==> config.mk <==
export PLATFORM = sky130hd
export DESIGN_NAME = rlbi_sqrt
export DESIGN_NICKNAME = d
export VERILOG_FILES = /design/src/rlbi_pkg.sv /design/src/rlbi_sqrt.sv
export SDC_FILE = /design/constraint.sdc
export NUM_CORES = 2
export LEC_CHECK = 0
export CORE_UTILIZATION = 56
export DETAILED_ROUTE_END_ITERATION = 10
export DONT_BUFFER_PORTS = 1
export HOLD_SLACK_MARGIN = 0.15
export PLACE_DENSITY = 0.74
export RECOVER_POWER = 25
export SLEW_MARGIN = 20
export SYNTH_ARGS = -nofsm -noshare
export SYNTH_HDL_FRONTEND = slang
export SYNTH_MEMORY_MAX_BITS = 65536
export SYNTH_SLANG_ARGS = --single-unit
==> constraint.sdc <==
create_clock -name clk -period 3.2 [get_ports clk]
set_clock_uncertainty 0.1 [all_clocks]
set_input_delay 0 -clock clk [delete_from_list [all_inputs] [get_ports clk]]
set_output_delay 0 -clock clk [all_outputs]
set_load 0.005 [all_outputs]
==> src/rlbi_pkg.sv <==
// shared constants for the radial bilinear lookup core
package rlbi_pkg;

  localparam int TABLE_DEPTH_DEF = 4096;
  localparam int FRAC_BITS_DEF = 16;

  // configuration register indexes
  localparam logic [2:0] REG_ORIGIN_X = 3'd0;
  localparam logic [2:0] REG_ORIGIN_Y = 3'd1;
  localparam logic [2:0] REG_ORIGIN_Z = 3'd2;
  localparam logic [2:0] REG_GRID_STEP = 3'd3;
  localparam logic [2:0] REG_RADIAL_ROWS = 3'd4;
  localparam logic [2:0] REG_HEIGHT_COLS = 3'd5;

  localparam logic FUNC_WRITE = 1'b0;
  localparam logic FUNC_QUERY = 1'b1;

  localparam int SQ_BITS = 65;   // dx^2 + dy^2
  localparam int ROOT_BITS = 33;
  localparam int CFG_W = 32;

endpackage

==> src/rlbi_sqrt.sv <==
// pipelined integer square root, one result bit per stage
module rlbi_sqrt import rlbi_pkg::*; #(
  parameter int TAG_W = 8
) (
  input  logic                 clk,
  input  logic                 rst,
  input  logic                 in_vld,
  input  logic [SQ_BITS-1:0]   radicand,
  input  logic [TAG_W-1:0]     in_tag,
  output logic                 out_vld,
  output logic [ROOT_BITS-1:0] root,
  output logic [TAG_W-1:0]     out_tag
);

  localparam int NS = ROOT_BITS;
  localparam int RW = ROOT_BITS + 2;

  logic [NS:0]                vld;
  logic [SQ_BITS-1:0]         rad [NS+1];
  logic [ROOT_BITS-1:0]       rt [NS+1];
  logic [RW-1:0]              rem [NS+1];
  logic [TAG_W-1:0]           tag [NS+1];

  // stage 0 captures operands
  always_ff @(posedge clk) begin
    if (rst) begin
      vld[0] <= 1'b0;
    end else begin
      vld[0] <= in_vld;
    end
    rad[0] <= radicand;
    rt[0] <= '0;
    rem[0] <= '0;
    tag[0] <= in_tag;
  end

  // one digit pair per stage, most significant first
  for (genvar s = 0; s < NS; s++) begin : g_stage
    localparam int K = 2 * (NS - 1 - s);
    logic [RW-1:0] rsh;
    logic [RW-1:0] trial;
    logic [1:0]    pair;
    always_comb begin
      // top pair holds only the single msb of the radicand
      pair = 2'(rad[s] >> K);
      rsh = {rem[s][RW-3:0], pair};
      trial = {rt[s][ROOT_BITS-1:0], 2'b01};
    end
    always_ff @(posedge clk) begin
      if (rst) begin
        vld[s+1] <= 1'b0;
      end else begin
        vld[s+1] <= vld[s];
      end
      rad[s+1] <= rad[s];
      tag[s+1] <= tag[s];
      if (rsh >= trial) begin
        rem[s+1] <= rsh - trial;
        rt[s+1] <= {rt[s][ROOT_BITS-2:0], 1'b1};
      end else begin
        rem[s+1] <= rsh;
        rt[s+1] <= {rt[s][ROOT_BITS-2:0], 1'b0};
      end
    end
  end

  assign out_vld = vld[NS];
  assign root = rt[NS];
  assign out_tag = tag[NS];

endmodule

==> impl_metrics.csv <==
group,metric,value,unit
power_and_ir_drop,total_switching_power,27.6,mW
timing,timing_worst_slew_pin_value,827,ps
job,max_cap_viol_count,0,
critical_path,worst_setup_path_startpoint,"rt[14][6]",
clock_tree,cts_root_buffer,"clkbuf_16",
synthesis,synthDominantAreaCellType,"dfxtp_1",
synthesis,ys.flop_type,"dfxtp_1",
run_status,failing_checks,"setup timing",
final_layout,syn2layout_area_growth,23.9,%
timing,setup_violators_final,12,
synthesis,number_of_flops_mapped_to_enable_cells_by_yosys,0,
critical_path,setup.worst_path.end_class,"register",
grt,grt_overflow,0,
critical_path,start_kind,"register",
synthesis,parity_gate_share_of_the_synthesized_area_counting_xor_and_xnor_cells,6.80,%
clock_tree,cts.clk_slew.worst_paths,60,ps
synthesis,synthSimpleGateAreaFrac,11.7,%
die,core_area,183000,sq um
synthesis,post_synth_num_cell_types,87,
grt,pin_count_of_the_biggest_net_entering_global_routing,39,
die,num_io_pins,118,
clock_tree,cts_buffers,305,
drt,final_antenna_net_count,0,
critical_path,worstSetupPathType,"register to register",
timing,grt_setup_unrepaired,"true",
synthesis,synth_compound_area_share,11.7,%
drt,routed_wl,241,mm
drt,route.layer.met1.wl,104,mm
synthesis,share_of_cell_area_taken_by_muxes_after_synthesis,0.992,%
die,die_height,431,um
drt,routed-via-count,72300,
timing,timing.final.ws_setup,-47.3,ps
timing,achievable_freq,308,MHz
power_and_ir_drop,ir_worst_vdd,0.593,mV
clock_tree,clock_tree.htree_level_count,5,
synthesis,yosys-top-cells-area,"dfxtp_1 (58%), ha_1 (7.2%), xnor2_1 (3.4%)",
placed_design,dp_hpwl,168,mm
final_layout,final_util,69.8,%
critical_path,crit-reg2reg-launch,"rt[14][6]",
synthesis,synthDominantCellAreaShare,58.0,%
drt,drtIter0Drc,4578,
drt,avg_vias_per_cell,5.29,
synthesis,main_combinational_cell_family_by_area_after_synthesis,"simple AND/OR/NAND/NOR gates",
clock_tree,cts_buffer_depth,4,
final_layout,layout-drive-gt1-share,17.3,%
drt,route.met2.wl,120,mm
timing,final_period_minus_worst_setup_slack,3250,ps
timing,max-slew-margin-rel,44.3,%
synthesis,async_reset_ff_share,0,%
clock_tree,cts_tree,"yes",
placed_design,routabilityCongestion,0.924,
die,floorplan.die_area,186000,sq um
placed_design,post-place-ws,-406,ps
synthesis,synth_fp_nets,10500,
placed_design,placement.io_buffers,0,
synthesis,postSynthAreaPerCell,10.5,sq um
power_and_ir_drop,reported_leakage_power,59.5,nW
drt,route.detailed.wl_per_inst,17.7,um
clock_tree,clkLatencyLatePin,940,ps
hold_path,min-delay-start,"rad[0][23]",
power_and_ir_drop,sw_frac_of_total,27.3,%
grt,antenna_found_initial,4,
power_and_ir_drop,power_frac_seq,46.5,%
die,dieWidth,431,um
critical_path,critical_path_peak_fanout,8,
critical_path,worst_ep_arrival_time,3880,ps
synthesis,syn-cell-area,103000,sq um
drt,firstDrtPassIters,5,
synthesis,synthesis.yosys.warnings,0,
grt,vias_in_the_first_global_route,72900,
timing,count_of_final_hold_check_violations,0,
die,floorplan.rows,157,
final_layout,fin_nets,11700,
grt,grt_pass1_wl,378,mm
synthesis,synth-seq-area-share,58.0,%
grt,grtUsageTotal,25.1,%
power_and_ir_drop,fin_total_pwr,101,mW
final_layout,num-fill-cells,13200,
synthesis,ys_ff_latch,2990,
drt,drc,0,
power_and_ir_drop,share_comb_of_total_power,17.3,%
timing,min_period_over_period,101,%
power_and_ir_drop,power_density_over_cell_area,789,nW/um^2
synthesis,most_common_library_cells_after_synthesis,"dfxtp_1 (2,990), inv_1 (764), nand2_1 (675), ha_1 (594), a21oi_1 (550)",
synthesis,synth_fa_ha_area_share,7.21,%
final_layout,diodes,0,
die,start_util,56.3,%
critical_path,setup.reg_to_reg.worst_slack,-50,ps
drt,routed-wl-met3,9.90,mm
critical_path,cp.required,3830,ps
power_and_ir_drop,internal_power,73.3,mW
timing,hold_slack,160,ps
synthesis,post_synth_inst_count,9814,
timing,finalMaxSlewViolations,0,
clock_tree,cts.sink_count,2990,
power_and_ir_drop,clock_power_share,36.1,%
drt,highest-signal-layer,"met5",
synthesis,most_frequently_used_cell_type_in_the_post_synthesis_netlist,"dfxtp_1",
run_status,run_status,"complete, but fails checks",
hold_path,min_path_type,"register to register",
==> final cells by class <==
type	count	area (sq um)	share of cell area [%]
flip-flops and latches	2990	59900	46.9
multi-input cells	5872	42400	33.2
repair buffers	1050	9160	7.16
clock buffers	406	8720	6.82
well taps	2464	3080	2.41
inverters	764	2880	2.25
clock inverters	119	1640	1.28
==> cell usage in the layout (no fill, tap or decap), types with 32 or more instances in the layout <==
cell / netlist / final
dfxtp_1: 2990 / 2932
buf_4: 0 / 756
inv_1: 764 / 748
nand2_1: 675 / 663
ha_1: 594 / 548
nor2_1: 527 / 510
a21oi_1: 550 / 492
o21ai_0: 538 / 450
xnor2_1: 406 / 405
xor2_1: 393 / 393
clkbuf_16: 0 / 320
a21o_1: 261 / 261
dlygate4sd3_1: 0 / 225
nor3_1: 228 / 209
nand3_1: 148 / 134
nor2b_1: 127 / 120
nand2b_1: 116 / 115
nor4_1: 128 / 99
nand4_1: 97 / 97
o21a_1: 94 / 91
or3_1: 97 / 90
mux2_2: 82 / 64
o31ai_1: 71 / 59
dfxtp_2: 0 / 58
and3_1: 59 / 57
clkbuf_8: 0 / 56
a21oi_2: 0 / 55
o21ai_1: 1 / 51
or2_2: 50 / 48
clkinv_2: 0 / 48
o21bai_1: 50 / 47
or4_1: 53 / 43
clkbuf_1: 171 / 38
o21ai_2: 1 / 37
a31oi_1: 54 / 37
bufinv_16: 0 / 37
o211ai_1: 36 / 36
ha_4: 0 / 36
buf_12: 0 / 32
==> state kept, by name, indices dropped and copies added, names as in the netlist <==
register  flops
rad        1131
rem        1002
rt          551
tag         272
vld          33
out_vld       1
==> metrics by stage <==
stage	cells	area, sq um	TNS [ps]
2_1_floorplan	9814	103000	-129
5_1_grt	13700	128000	-4050
6_report	13700	128000	-324
3_3_place_gp	12800	111000	-18600
3_5_place_dp	12800	111000	-33060
4_1_cts	13600	125000	-206
==> power by group through the flow <==
stage,clock network (mW),logic [mW],registers (mW)
floorplan,0,10.9,45.8
global placement,0,15.2,47.4
detailed placement,0,15.4,47.5
CTS,37.0,16.2,46.7
global route,38.7,19.3,47.5
finish,36.4,17.5,46.9
==> worst paths after layout <==
path                      end  cells past startpoint
setup / recovery  rem[29][17]                     12
hold / removal     rad[1][23]                      0
setup reg to reg  rem[29][17]                     12
hold reg to reg    rad[1][23]                      0
==> worst max-delay path, cell delays in order, from the launching register on <==
cell     delay (ps)
dfxtp_2         330
inv_2            40
ha_4            280
and4_4          250
nand3_4          80
o221a_4         310
o221a_4         260
o31a_1          270
a31oi_2         230
a41o_1          220
or2_4           240
buf_12          180
mux2_4          300
==> timing repair <==
| action | in CTS | in global routing |
|---|---|---|
| gates resized for setup | 148 | 533 |
| endpoints found under the hold margin | 107 | 0 |
| endpoints found under the setup margin | 399 | 621 |
| setup buffers | 27 | 62 |
| gates cloned | 4 | 10 |
| hold buffers | 227 | 0 |
| pin swaps | 50 | 155 |
==> metal layers <==
layer  global-route usage [%]  vias up
li1                         -    35800
met2                     44.5     1649
met5                        0        -
met3                     3.28      527
met1                     31.2    34300
met4                     8.52        2
==> kinds of logic (layout without fill, tap and decap cells) <==
family | count (synthesis) | in the layout
flip-flops | 2990 | 2990
AND/OR/NAND/NOR | 2442 | 2442
AO/OA/AOI/OAI | 1943 | 1943
buffers and inverters | 952 | 2339
XOR/XNOR | 800 | 800
adder cells (fa/ha/maj) | 594 | 594
multiplexers | 92 | 92
other | 1 | 1
Note: power is estimated with default switching activity, not from simulation.
